### src/rtl/ppo_pkg.sv
// ----------------------------------------------------------------------------
// Pixel point operation package
// Shared types, register indexes, operation modes and arithmetic constants.
// ----------------------------------------------------------------------------
package ppo_pkg;

    localparam int DEFAULT_MAX_DIM = 4096;
    localparam int CFG_INDEX_W     = 3;
    localparam int CFG_DATA_W      = 24;
    localparam int CHAN_W          = 8;
    localparam int GAIN_W          = 17;

    localparam logic [GAIN_W-1:0] GAIN_UNITY      = 17'd16384;
    localparam logic [9:0]        THRESH_LIMIT    = 10'd382;
    localparam logic [CHAN_W-1:0] CHAN_MAX        = 8'd255;
    localparam logic signed [9:0] CONTRAST_CENTER = 10'sd255;
    localparam logic signed [28:0] CONTRAST_BIAS  = 29'sd4177920;

    typedef enum logic [2:0] {
        MODE_PASS      = 3'd0,
        MODE_REPLACE   = 3'd1,
        MODE_SET_RED   = 3'd2,
        MODE_SET_GREEN = 3'd3,
        MODE_SET_BLUE  = 3'd4,
        MODE_THRESHOLD = 3'd5,
        MODE_CONTRAST  = 3'd6,
        MODE_PAINT_OUT = 3'd7
    } mode_t;

    typedef enum logic [CFG_INDEX_W-1:0] {
        REG_MODE          = 3'd0,
        REG_MATCH_COLOR   = 3'd1,
        REG_FILL_COLOR    = 3'd2,
        REG_CONTRAST_GAIN = 3'd3,
        REG_ROW_LO        = 3'd4,
        REG_ROW_HI        = 3'd5,
        REG_COL_LO        = 3'd6,
        REG_COL_HI        = 3'd7
    } cfg_index_t;

    typedef struct packed {
        logic [CHAN_W-1:0] red;
        logic [CHAN_W-1:0] green;
        logic [CHAN_W-1:0] blue;
    } pixel_t;

    typedef struct packed {
        mode_t             mode;
        pixel_t            match_color;
        pixel_t            fill_color;
        logic [GAIN_W-1:0] contrast_gain;
    } color_cfg_t;

    // Contrast of one channel: floor(((2p-255)*gain + 255*16384) / 32768), clamped.
    function automatic logic [CHAN_W-1:0] contrast_chan(
        input logic [CHAN_W-1:0] p,
        input logic [GAIN_W-1:0] gain
    );
        logic signed [9:0]  centered;
        logic signed [27:0] prod;
        logic signed [28:0] sum;
        logic [CHAN_W-1:0]  res;
        centered = $signed({1'b0, p, 1'b0}) - CONTRAST_CENTER;
        prod     = 28'(centered) * 28'($signed({1'b0, gain}));
        sum      = {prod[27], prod} + CONTRAST_BIAS;
        if (sum[28]) begin
            res = '0;
        end else if (|sum[27:23]) begin
            res = CHAN_MAX;
        end else begin
            res = sum[22:15];
        end
        return res;
    endfunction

endpackage

### src/rtl/ppo_cfg_regs.sv
// ----------------------------------------------------------------------------
// Pixel point operation configuration registers
// Holds the mode, colors, contrast gain and rectangle bounds.
// ----------------------------------------------------------------------------
module ppo_cfg_regs #(
    parameter int MAX_DIM = ppo_pkg::DEFAULT_MAX_DIM,
    parameter int BND_W   = $clog2(MAX_DIM) + 1
) (
    input  logic                               aclk,
    input  logic                               aresetn,
    input  logic                               cfg_valid,
    output logic                               cfg_ready,
    input  logic [ppo_pkg::CFG_INDEX_W-1:0]    cfg_index,
    input  logic [ppo_pkg::CFG_DATA_W-1:0]     cfg_data,
    output ppo_pkg::color_cfg_t                color_cfg,
    output logic [BND_W-1:0]                   row_lo,
    output logic [BND_W-1:0]                   row_hi,
    output logic [BND_W-1:0]                   col_lo,
    output logic [BND_W-1:0]                   col_hi
);

    localparam logic [BND_W-1:0] DIM_RESET = BND_W'(MAX_DIM);

    ppo_pkg::color_cfg_t color_cfg_reg;
    logic [BND_W-1:0]    row_lo_reg;
    logic [BND_W-1:0]    row_hi_reg;
    logic [BND_W-1:0]    col_lo_reg;
    logic [BND_W-1:0]    col_hi_reg;

    assign cfg_ready = 1'b1;

    always_ff @(posedge aclk) begin
        if (!aresetn) begin
            color_cfg_reg.mode          <= ppo_pkg::MODE_PASS;
            color_cfg_reg.match_color   <= '0;
            color_cfg_reg.fill_color    <= '0;
            color_cfg_reg.contrast_gain <= ppo_pkg::GAIN_UNITY;
            row_lo_reg                  <= '0;
            row_hi_reg                  <= DIM_RESET;
            col_lo_reg                  <= '0;
            col_hi_reg                  <= DIM_RESET;
        end else if (cfg_valid) begin
            unique case (ppo_pkg::cfg_index_t'(cfg_index))
                ppo_pkg::REG_MODE: begin
                    color_cfg_reg.mode <= ppo_pkg::mode_t'(cfg_data[2:0]);
                end
                ppo_pkg::REG_MATCH_COLOR: begin
                    color_cfg_reg.match_color <= ppo_pkg::pixel_t'(cfg_data);
                end
                ppo_pkg::REG_FILL_COLOR: begin
                    color_cfg_reg.fill_color <= ppo_pkg::pixel_t'(cfg_data);
                end
                ppo_pkg::REG_CONTRAST_GAIN: begin
                    color_cfg_reg.contrast_gain <= cfg_data[ppo_pkg::GAIN_W-1:0];
                end
                ppo_pkg::REG_ROW_LO: row_lo_reg <= cfg_data[BND_W-1:0];
                ppo_pkg::REG_ROW_HI: row_hi_reg <= cfg_data[BND_W-1:0];
                ppo_pkg::REG_COL_LO: col_lo_reg <= cfg_data[BND_W-1:0];
                ppo_pkg::REG_COL_HI: col_hi_reg <= cfg_data[BND_W-1:0];
                default: ;
            endcase
        end
    end

    assign color_cfg = color_cfg_reg;
    assign row_lo    = row_lo_reg;
    assign row_hi    = row_hi_reg;
    assign col_lo    = col_lo_reg;
    assign col_hi    = col_hi_reg;

endmodule

### src/rtl/ppo_datapath.sv
// ----------------------------------------------------------------------------
// Pixel point operation datapath
// Computes the edited pixel for the selected mode in one combinational pass.
// ----------------------------------------------------------------------------
module ppo_datapath #(
    parameter int ROW_W = 12,
    parameter int BND_W = ROW_W + 1
) (
    input  ppo_pkg::pixel_t     pix_in,
    input  logic [ROW_W-1:0]    row,
    input  logic [ROW_W-1:0]    col,
    input  ppo_pkg::color_cfg_t color_cfg,
    input  logic [BND_W-1:0]    row_lo,
    input  logic [BND_W-1:0]    row_hi,
    input  logic [BND_W-1:0]    col_lo,
    input  logic [BND_W-1:0]    col_hi,
    output ppo_pkg::pixel_t     pix_out
);

    logic [9:0]       chan_sum;
    logic             is_match;
    logic             in_rect;
    logic [BND_W-1:0] row_ext;
    logic [BND_W-1:0] col_ext;
    ppo_pkg::pixel_t  contrast_pix;
    ppo_pkg::pixel_t  fill;

    assign fill     = color_cfg.fill_color;
    assign chan_sum = {2'b00, pix_in.red} + {2'b00, pix_in.green} + {2'b00, pix_in.blue};
    assign is_match = (pix_in == color_cfg.match_color);
    assign row_ext  = BND_W'(row);
    assign col_ext  = BND_W'(col);
    assign in_rect  = (row_ext >= row_lo) && (row_ext < row_hi) &&
                      (col_ext >= col_lo) && (col_ext < col_hi);

    assign contrast_pix.red   = ppo_pkg::contrast_chan(pix_in.red, color_cfg.contrast_gain);
    assign contrast_pix.green = ppo_pkg::contrast_chan(pix_in.green, color_cfg.contrast_gain);
    assign contrast_pix.blue  = ppo_pkg::contrast_chan(pix_in.blue, color_cfg.contrast_gain);

    always_comb begin
        pix_out = pix_in;
        unique case (color_cfg.mode)
            ppo_pkg::MODE_PASS: pix_out = pix_in;
            ppo_pkg::MODE_REPLACE: begin
                if (is_match) begin
                    pix_out = fill;
                end
            end
            ppo_pkg::MODE_SET_RED:   pix_out.red   = fill.red;
            ppo_pkg::MODE_SET_GREEN: pix_out.green = fill.green;
            ppo_pkg::MODE_SET_BLUE:  pix_out.blue  = fill.blue;
            ppo_pkg::MODE_THRESHOLD: begin
                if (chan_sum <= ppo_pkg::THRESH_LIMIT) begin
                    pix_out = '0;
                end else begin
                    pix_out = '1;
                end
            end
            ppo_pkg::MODE_CONTRAST: pix_out = contrast_pix;
            ppo_pkg::MODE_PAINT_OUT: begin
                if (!in_rect) begin
                    pix_out = fill;
                end
            end
            default: pix_out = pix_in;
        endcase
    end

endmodule

### src/rtl/pixel_point_operation_unit.sv
// ----------------------------------------------------------------------------
// Pixel point operation unit
// Each item is registered in the input stage, edited combinationally and
// registered again in the result stage.
// Throughput: one item per cycle while m_ready is high, set by both registers.
// Reset: synchronous active-low aresetn empties both stages and loads the
// register defaults (pass mode, unity gain, full-image rectangle).
// Applies one per-pixel edit selected by the mode register to each RGB item.
// ----------------------------------------------------------------------------
module pixel_point_operation_unit #(
    parameter int MAX_DIM = ppo_pkg::DEFAULT_MAX_DIM,
    parameter int ROW_W   = $clog2(MAX_DIM),
    parameter int BND_W   = ROW_W + 1
) (
    input  logic                            aclk,
    input  logic                            aresetn,
    input  logic                            cfg_valid,
    output logic                            cfg_ready,
    input  logic [ppo_pkg::CFG_INDEX_W-1:0] cfg_index,
    input  logic [ppo_pkg::CFG_DATA_W-1:0]  cfg_data,
    input  logic                            s_valid,
    output logic                            s_ready,
    input  logic [ppo_pkg::CHAN_W-1:0]      s_red,
    input  logic [ppo_pkg::CHAN_W-1:0]      s_green,
    input  logic [ppo_pkg::CHAN_W-1:0]      s_blue,
    input  logic [ROW_W-1:0]                s_row,
    input  logic [ROW_W-1:0]                s_col,
    output logic                            m_valid,
    input  logic                            m_ready,
    output logic [ppo_pkg::CHAN_W-1:0]      m_out_red,
    output logic [ppo_pkg::CHAN_W-1:0]      m_out_green,
    output logic [ppo_pkg::CHAN_W-1:0]      m_out_blue
);

    ppo_pkg::color_cfg_t color_cfg;
    logic [BND_W-1:0]    row_lo;
    logic [BND_W-1:0]    row_hi;
    logic [BND_W-1:0]    col_lo;
    logic [BND_W-1:0]    col_hi;

    logic            in_valid_reg;
    logic            in_valid_next;
    ppo_pkg::pixel_t in_pix_reg;
    logic [ROW_W-1:0] in_row_reg;
    logic [ROW_W-1:0] in_col_reg;
    logic            out_valid_reg;
    logic            out_valid_next;
    ppo_pkg::pixel_t out_pix_reg;
    ppo_pkg::pixel_t out_pix_next;
    logic            advance;
    logic            take_in;

    ppo_cfg_regs #(
        .MAX_DIM (MAX_DIM),
        .BND_W   (BND_W)
    ) u_cfg (
        .aclk      (aclk),
        .aresetn   (aresetn),
        .cfg_valid (cfg_valid),
        .cfg_ready (cfg_ready),
        .cfg_index (cfg_index),
        .cfg_data  (cfg_data),
        .color_cfg (color_cfg),
        .row_lo    (row_lo),
        .row_hi    (row_hi),
        .col_lo    (col_lo),
        .col_hi    (col_hi)
    );

    ppo_datapath #(
        .ROW_W (ROW_W),
        .BND_W (BND_W)
    ) u_datapath (
        .pix_in    (in_pix_reg),
        .row       (in_row_reg),
        .col       (in_col_reg),
        .color_cfg (color_cfg),
        .row_lo    (row_lo),
        .row_hi    (row_hi),
        .col_lo    (col_lo),
        .col_hi    (col_hi),
        .pix_out   (out_pix_next)
    );

    assign advance        = !out_valid_reg || m_ready;
    assign s_ready        = !in_valid_reg || advance;
    assign take_in        = s_valid && s_ready;
    assign in_valid_next  = take_in || (in_valid_reg && !advance);
    assign out_valid_next = advance ? in_valid_reg : out_valid_reg;

    always_ff @(posedge aclk) begin
        if (!aresetn) begin
            in_valid_reg  <= 1'b0;
            out_valid_reg <= 1'b0;
        end else begin
            in_valid_reg  <= in_valid_next;
            out_valid_reg <= out_valid_next;
        end
    end

    always_ff @(posedge aclk) begin
        if (take_in) begin
            in_pix_reg <= '{red: s_red, green: s_green, blue: s_blue};
            in_row_reg <= s_row;
            in_col_reg <= s_col;
        end
        if (advance && in_valid_reg) begin
            out_pix_reg <= out_pix_next;
        end
    end

    assign m_valid     = out_valid_reg;
    assign m_out_red   = out_pix_reg.red;
    assign m_out_green = out_pix_reg.green;
    assign m_out_blue  = out_pix_reg.blue;

    a_empty_stage_ready: assert property (@(posedge aclk) disable iff (!aresetn)
        !in_valid_reg |-> s_ready)
        else $error("Input stage is empty but the input is not ready.");

    a_stage_moves_forward: assert property (@(posedge aclk) disable iff (!aresetn)
        (in_valid_reg && !out_valid_reg) |=> out_valid_reg)
        else $error("A held item did not move into a free result register.");

    a_drain_when_empty: assert property (@(posedge aclk) disable iff (!aresetn)
        (out_valid_reg && m_ready && !in_valid_reg) |=> !out_valid_reg)
        else $error("A taken result was shown again.");

    a_pass_mode_exact: assert property (@(posedge aclk) disable iff (!aresetn)
        (advance && in_valid_reg && color_cfg.mode == ppo_pkg::MODE_PASS)
        |=> (out_pix_reg == $past(in_pix_reg)))
        else $error("Pass mode changed the pixel.");

endmodule
### config.mk
export PLATFORM = sky130hd
export DESIGN_NAME = pixel_point_operation_unit
export DESIGN_NICKNAME = d
export VERILOG_FILES = /design/src/rtl/ppo_pkg.sv /design/src/rtl/ppo_cfg_regs.sv /design/src/rtl/ppo_datapath.sv /design/src/rtl/pixel_point_operation_unit.sv
export SDC_FILE = /design/constraint.sdc
export NUM_CORES = 1
export LEC_CHECK = 0
export BUFFER_PORTS_ARGS = -buffer_cell sky130_fd_sc_hd__buf_4
export CORE_MARGIN = 2
export CORE_UTILIZATION = 37
export CTS_BUF_LIST = sky130_fd_sc_hd__clkbuf_4
export DETAILED_ROUTE_END_ITERATION = 7
export GPL_TIMING_DRIVEN = 0
export HOLD_SLACK_MARGIN = 0.08
export RECOVER_POWER = 100
export SKIP_CTS_REPAIR_TIMING = 1
export SLEW_MARGIN = 20
export SYNTH_ARGS = -nofsm -noshare
export SYNTH_HDL_FRONTEND = slang
export SYNTH_HIERARCHICAL = 1
export SYNTH_SLANG_ARGS = --single-unit
### constraint.sdc
create_clock -name aclk -period 7 [get_ports aclk]
set_clock_uncertainty 0.1 [all_clocks]
set_input_delay 0.35 -clock aclk [delete_from_list [all_inputs] [get_ports aclk]]
set_output_delay 0.35 -clock aclk [all_outputs]
set_load 0.01 [all_outputs]
# Yosys cells after proc, flatten, opt, wreduce, memory -nomap -nowiden
# Cells that the tools add are included.
[word_totals] mem_count=0 latchBits=0 rom_bits=0 register_bits=194 wordCells=89 mem_bits_rw=0
[classes] shift=0 div=0 n_eq_ne=15 n_reduce_logical=24 order_cmp=5 mul=3 bitwise=0 mux=12 addsub=8
[op_table] op="8-bit one-hot mux with 5 select lines" count=3
[op_table] op="28-bit by 23-bit adder with 29-bit output (second input constant)" count=3
[op_table] op="10-bit by 18-bit multiplier with 28-bit output" count=3
[op_table] op="24-bit two-way mux" count=3
[op_table] op="8-bit two-way mux" count=6
[op_table] op="9-bit by 8-bit subtractor with 10-bit output (second input constant)" count=3
[op_table] op="12-bit by 13-bit >= comparator with 1-bit output" count=2
[op_table] op="12-bit by 13-bit less-than comparator with 1-bit output" count=2
[op_table] op="24-bit == test" count=1
[op_table] op="3-bit == test (second input constant)" count=8
[op_table] op="2-bit AND reduction" count=8
[op_table] op="5-bit OR reduction" count=3
[op_table] op="3-bit by 2-bit == test with 1-bit output (second input constant)" count=4
[op_table] op="10-bit by 8-bit adder with 10-bit output" count=1
[op_table] op="10-bit by 9-bit <= comparator with 1-bit output (second input constant)" count=1
[op_table] op="8-bit by 8-bit adder with 9-bit output" count=1
[op_table] op="3-bit by 1-bit == test with 1-bit output (second input constant)" count=2
[op_table] op="1-bit logical AND" count=6
[op_table] op="1-bit zero test" count=3
[op_table] op="3-bit zero test" count=1
[op_table] op="1-bit logical OR" count=3

# Logic depth before layout (Yosys ltp)
# Gate-level depths: netlist of run 1.
[depth] ltp_word=7 ltp_mapped=24

# By module
# The synthesis of run 1 kept the hierarchy.
[modules_own_cells] mod="ppo_datapath" area_each_um2=19507.5 cells_per_inst=2377 seq_area_each_um2=0.0 n_inst=1
[modules_own_cells] mod="ppo_cfg_regs" area_each_um2=4554.4 cells_per_inst=430 seq_area_each_um2=2402.3 n_inst=1
[modules_own_cells] mod="pixel_point_operation_unit" area_each_um2=2265.9 cells_per_inst=81 seq_area_each_um2=2202.1 n_inst=1

# Worst setup path after synthesis of run 1
# Ideal clock, no wire load.
[synth_path] path_type="register to register" start="reg in_pix_reg[16] in the netlist's numbering" end="reg out_pix_reg (netlist bit m_out_red[7]), data pin" stages_incl_launch_ff=24 setup_ps=254 synth_period_minus_slack_ps=6334 arrival_time_ps=5980 slack_ps=666 cell_sequence="edfxtp_1 -> clkbuf_1 -> buf_1 -> nand2_1 -> fa_1 -> inv_1 -> fa_1 -> inv_1 -> fa_1 -> inv_1 -> fa_1 -> inv_1 -> fa_1 -> inv_1 -> ha_1 -> a2111oi_0 -> o21ai_0 -> nand4_1 -> a21oi_2 -> o21ai_0 -> mux2i_1 -> a21oi_1 -> or4_1 -> a21o_1"
[synth_lines] item="start: declaration" line="pixel_point_operation_unit.sv:43" text="ppo_pkg::pixel_t in_pix_reg;"
[synth_lines] item="start signal: assignment" line="pixel_point_operation_unit.sv:103" text="in_pix_reg <= '{red: s_red, green: s_green, blue: s_blue};"
[synth_lines] item="end signal: assignment" line="pixel_point_operation_unit.sv:108" text="out_pix_reg <= out_pix_next;"
[synth_lines] item="end: declaration" line="pixel_point_operation_unit.sv:48" text="ppo_pkg::pixel_t out_pix_reg;"

==> run summary, run 1 <==
Critical Path AT: 7120 ps
fin util: 42.6%
register share of total power: 31.1%
Tmin final: 6770 ps
routed wire length: 79800 um
Power Total: 4.03 mW
vias in the first global route: 20700
initial antenna violation count: 3
Worst Tran Pin Value: 1820 ps
I/O Pins: 107
die width: 271 um
PortBufs: 101
WL per Instance: 19.6 um
final worst slack: 227 ps
TritonCTS clock tree: built
Internal: 2.27 mW
nets: 3865
maximum root-to-sink buffer count: 2
worst vdd ir: 139 uV
combinational fraction of design power: 53.2%
placed instance area: 0.0284 mm^2
Yosys top cell area share: 27.6%
Worst-path clk slew: 180 ps
drc violations: 0
Hold WS: 193 ps
Max-Cap Viols: 1
Antenna Nets Post-Route: 0
period utilisation layout: 96.8%
cell area after synthesis: 0.0263 mm^2
Worst Path Required: 7350 ps
synth unique cells: 95
drt initial violations: 1283
critical path class: flip-flop to flip-flop
Synth Warn #: 6
Initial Util: 37.5%
first-pass GRT wire length: 121000 um
most frequent cells in the layout: inv_1, nand2_1, fa_1
Worst setup EP type: flip-flop
Leak: 15.0 nW
core area: 0.0703 mm^2
post-route design area: 0.0299 mm^2
top_reg_cell synth: dfxtp_1
Total GRT Usage: 21.7%
PwrDens: 135 mW/mm^2
grt ovf: 0
Finished Layout Cells: 4078
syn nets: 3630
Post-synth EDFFs: 72
GP Congestion: 0.921
pins over their slew limit: 21
violated checks: max-capacitance violations, max-slew violations
worst skew pair latency: 700 ps
Post-synth ARST share: 0%
layout cells sized above 1: 10.9%
sequential-to-total area share from yosys stat: 17.5%
area grow syn2layout: 13.7%
final setup TNS: 0 ps
Placed Instances: 3932
max reg flops: 68
Slew Limit Headroom: -21.1%
Die Y: 271 um
Gate Count Post-Synth: 2888
P_sw: 1.76 mW
vias post-DR: 20800
HPWL after DPL: 63600 um
Die ar.: 0.0733 mm^2
CTS sink cnt: 194
clk root buf: clkbuf_4
num rows: 97
area leader, netlist: fa_1
crit-path max FO: 10
Seq cells post-synth: 194
DR pass1 iterations: 5
Hold Crit Class: primary input to flip-flop
Synth area leaders: fa_1, ha_1, dfxtp_1
switch share: 43.6%
Final setup viols: 0
CTS Buf Count: 17
post-synthesis area per instance: 9.12 um^2
vias per inst: 5.10
pin count of the biggest net entering global routing: 21
startpoint types: flip-flop
achievable frequency: 148 MHz
Hold Fails Final Rpt: 0
status: finished with violations
Clock Power Share: 15.7%
H-tree lvl count: 4
commonest non-fill, non-tap cell in the layout: inv_1
worst slack at placement: -1220 ps
-- logic make-up after synthesis --
group                    after synthesis  share of synthesized area (%)
multiplexers                         121                           4.60
adder cells (fa/ha/maj)              662                           41.8
buffers and inverters                702                           10.5
other                                  1                         0.0142
flip-flops                           194                           17.5
XOR/XNOR                              49                           1.63
AND/OR/NAND/NOR                      840                           15.3
AO/OA/AOI/OAI                        319                           8.62
-- cell type report --
cell class                      instances  area, um^2
Antenna cell                            2        5.00
Buffer                                142         973
Clock buffer                           18         135
Clock inverter                         14         141
Fill cell                            6973       40300
Inverter                              556        2090
Multi-Input combinational cell       1992       19100
Sequential cell                       194        4650
Tap cell                              940        1180
Timing Repair Buffer                  220        1700
-- metal layers --
layer  vias to the layer above  part of all wire, %  track usage [%]
met5                         -                0.024                0
met4                         2                  3.6             7.53
met3                       140                  7.1             3.92
met2                       711                   46             35.7
met1                     10200                   43             28.6
li1                       9708                    -                -
-- worst max-delay path, cell delays in order, from the launching register on --
cell	delay (ps)
edfxtp_1	480
clkbuf_4	310
buf_2	300
nand2_1	110
fa_1	490
inv_1	50
fa_1	490
fa_1	550
fa_1	530
inv_1	60
fa_1	480
inv_1	40
ha_1	350
a21oi_1	90
a211o_1	290
a31o_2	290
a21oi_4	220
o2111ai_1	170
and3_1	200
or3_1	470
a211o_1	250
a22o_1	230
-- cells in the mapped netlist, drive strengths merged (47+ instances only) --
cell,instances
a21oi,86
and2,107
clkbuf,108
dfxtp,122
edfxtp,72
fa,363
ha,299
inv,556
mux2i,121
nand2,471
nor2,66
o21ai,47
-- power by group through the flow --
stage | Combinational, mW | Clock [mW] | Sequential [mW]
floorplan | 1.46 | 0 | 1.27
global placement | 1.99 | 0 | 1.29
detailed placement | 2.00 | 0 | 1.28
CTS | 2.02 | 0.656 | 1.26
global route | 2.40 | 0.693 | 1.26
finish | 2.14 | 0.634 | 1.25
-- worst paths after layout --
| check | startpoint | endpoint | slack [ps] | cells after the start |
|---|---|---|---|---|
| max | in_pix_reg[2] | m_out_blue[4] | 230 | 21 |
| min | cfg_data[11] | u_cfg/color_cfg[52] | 190 | 3 |
| max reg2reg | in_pix_reg[2] | m_out_blue[4] | 230 | 21 |
| min reg2reg | u_cfg/row_hi[8] | u_cfg/row_hi[8] | 370 | 2 |
Note: power is estimated with default switching activity, not from simulation.
==> run 2: changes to the inputs <==
Settings changed: ABC_AREA set to 1, CORE_ASPECT_RATIO set to 1.25.
==> run 2 against run 1 <==
Compared with the run above:
- the flow still finishes with violations (max-capacitance violations, max-slew violations)
- utilization down 1.1 points
- fmax about the same
- sequential power up 3%
- critical path depth up 3
- synthesized cell count up 44%
- critical endpoint is now m_out_green[6]
==> run summary, run 2 <==
area leader, netlist: fa_1
layout cells sized above 1: 6.24% (-4.7 points)
top_reg_cell synth: dfxtp_1
Post-synth EDFFs: 72 (unchanged)
crit-path leading delay family: adder cells
reg2reg end: m_out_green[6]
commonest non-fill, non-tap cell in the layout: nand2_1
GP Congestion: 0.985 (+7.0%)
final setup TNS: 0 ps (unchanged)
sequential-to-total area share from yosys stat: 15.7% (-1.8 points)
Metal-1 WL: 36400 um (+5.9%)
R2R setup slack: 230 ps (about the same)
PortBufs: 105 (+4.0%)
Total GRT Usage: 23.7% (+2.0 points)
top sig layer: met5
CTS Buf Count: 17 (unchanged)
Max-Cap Viols: 1 (unchanged)
Critical Path AT: 7130 ps (about the same)
RSZ-0062 raised after global routing: true
die width: 256 um (-5.5%)
Leak: 17.8 nW (+19%)
grt ovf: 0 (unchanged)
core area: 0.0787 mm^2 (+12%)
Die Y: 319 um (+18%)
nets: 5118 (+32%)
hold endpoint: u_cfg/col_hi[2]
I/O Pins: 107 (unchanged)
worst vdd ir: 165 uV (+18%)
switch share: 50.4% (+6.8 points)
P_sw: 2.62 mW (+49%)
Hold WS: 83.5 ps (-110 ps)
startpoint types: flip-flop
pin count of the biggest net entering global routing: 34 (+62%)
Synth area leaders: fa_1, nand2_1, ha_1
area grow syn2layout: 11.1%
Seq cells post-synth: 194 (unchanged)
maximum root-to-sink buffer count: 2 (unchanged)
status: finished with violations
Yosys top cell area share: 24.8% (-2.8 points)
HPWL after DPL: 79600 um (+25%)
Crit Reg-Reg Startpoint: u_cfg/color_cfg[11]
placed instance area: 0.0315 mm^2 (+11%)
DR pass1 iterations: 6 (+1)
top cells by count, synth: nand2_1, inv_1, nor2_1
most frequent cells in the layout: nand2_1, inv_1, nor2_1
Final setup viols: 0 (unchanged)
FF-to-FF path depth: 24 (+14%)
metal3 WL: 6190 um (+9.6%)
post-route design area: 0.0326 mm^2 (+9.0%)
H-tree lvl count: 4 (unchanged)
synth unique cells: 45 (-53%)
routed wire length: 95900 um (+20%)
Gate Count Post-Synth: 4167 (+44%)
Initial Util: 37.3% (-0.17 points)
Die ar.: 0.0816 mm^2 (+11%)
Antenna Nets Post-Route: 0 (unchanged)
Tmin final: 6770 ps (+1.55 ps)
drt initial violations: 1493 (+16%)
# fillers: 8422 (+21%)
first-pass GRT wire length: 147000 um (+22%)
CTS sink cnt: 194 (unchanged)
vias in the first global route: 26200 (+27%)
Bufs and invs on worst path: 5 (unchanged)
Post-synth ARST share: 0% (unchanged)
Worst Tran Pin Value: 1870 ps (+56.6 ps)
max reg flops: 68 (unchanged)
Worst Path Required: 7350 ps (about the same)
worst skew pair latency: 760 ps (+60 ps)
pins over their slew limit: 34 (+62%)
Clock Power Share: 13.1% (-2.6 points)
cell area after synthesis: 0.0294 mm^2 (+12%)
initial antenna violation count: 3 (unchanged)
vias post-DR: 26400 (+27%)
num rows: 115 (+19%)
Synth Warn #: 6 (unchanged)
period utilisation layout: 96.8% (about the same)
post-synthesis area per instance: 7.05 um^2 (-23%)
crit-path max FO: 10 (unchanged)
Hold Crit Class: primary input to flip-flop
PwrDens: 159 mW/mm^2 (+18%)
hold_sp: cfg_data[2]
clk root buf: clkbuf_4
Internal: 2.58 mW (+14%)
WL per Instance: 17.6 um (-9.9%)
Worst-path clk slew: 200 ps (+20 ps)
Worst setup EP type: flip-flop
syn nets: 4909 (+35%)
Cell Chain, Critical Path: clkbuf_1 -> clkbuf_2 -> nand2_1 -> fa_1 -> inv_1 -> fa_1 -> fa_1 -> fa_1 -> inv_1 -> fa_1 -> inv_1 -> ha_1 -> a21oi_1 -> nor2_1 -> nor2_1 -> nand2_1 -> a21oi_1 -> nand2_1 -> nand2_1 -> nand3_1 -> nor2_4 -> nand2_1 -> o21ai_2 -> nand4_1
met2 routed WL: 47000 um (+27%)
Hold Fails Final Rpt: 0 (unchanged)
Power Total: 5.20 mW (+29%)
combinational fraction of design power: 62.2% (+9.0 points)
Worst path slowest cell: dfxtp_2
top-count cell post-synth: nand2_1
drc violations: 0 (unchanged)
Slew Limit Headroom: -24.9% (-3.8 points)
Crit path largest cell delay: 570 ps (+20 ps)
vias per inst: 4.85 (-4.8%)
Min-Delay Path Depth: 5 (+2)
critical path class: flip-flop to flip-flop
violated checks: max-capacitance violations, max-slew violations
fin util: 41.5% (-1.1 points)
register share of total power: 24.7% (-6.4 points)
achievable frequency: 148 MHz (about the same)
TritonCTS clock tree: built
-- run 2: area by class of cell --
type	count	area [um^2]	share of cell area, %
sequential	194	4640	14.2
clock buffer	17	128	0.391
tap	1053	1320	4.04
timing repair buffer	195	1550	4.75
multi-input combinational	2846	20400	62.4
clock inverter	15	180	0.552
inverter	966	3630	11.1
buffer	156	827	2.53
antenna	1	2.50	0.00767
-- run 2: worst min-delay path: cells and delay by family --
kind	cells	cell delay, ps
buffers and inverters	2	290
AND/OR/NAND/NOR	3	260
-- run 2: layer usage --
layer	vias up	track usage, %
met2	869	42.0
met5	-	0
met1	12500	26.7
met4	2	14.0
li1	12800	-
met3	278	3.84
-- run 2: worst max path at each step --
stage                        startpoint             end  slack [ps]  cells past startpoint
finish              u_cfg/color_cfg[11]  m_out_green[6]         230                     24
global route             in_pix_reg[12]  m_out_green[0]         -30                     26
CTS                 u_cfg/color_cfg[14]  m_out_green[2]        -910                     26
detailed placement  u_cfg/color_cfg[14]  m_out_green[2]        -950                     26
global placement    u_cfg/color_cfg[14]  m_out_green[2]        -900                     25
floorplan                in_pix_reg[12]  m_out_green[0]        1470                     26
-- run 2: kinds of logic (layout without fill, tap and decap cells) --
family / count (synthesis) / in the layout / share of synthesized area, %
other: 1 / 2 / 0.0128
AO/OA/AOI/OAI: 196 / 196 / 3.60
XOR/XNOR: 34 / 34 / 1.04
adder cells (fa/ha/maj): 662 / 662 / 37.5
flip-flops: 194 / 194 / 15.7
AND/OR/NAND/NOR: 1953 / 1953 / 27.2
buffers and inverters: 1127 / 1349 / 15.0
-- run 2: per-stage QoR --
| step | setup slack (ps) | cells |
|---|---|---|
| 3_5_place_dp | -952 | 5327 |
| 4_1_cts | -914 | 5359 |
| 3_3_place_gp | -905 | 5325 |
| 6_report | 226 | 5443 |
| 2_1_floorplan | 1470 | 4167 |
| 5_1_grt | -26.3 | 5443 |
-- run 2: power by group through the flow --
stage / registers (mW) / clock network [mW] / logic [mW]
after detailed placement: 1.31 / 0 / 3.18
after CTS: 1.29 / 0.723 / 3.21
final: 1.29 / 0.679 / 3.24
after global routing: 1.29 / 0.744 / 3.68
after global placement: 1.31 / 0 / 3.18
after floorplan: 1.28 / 0 / 2.29
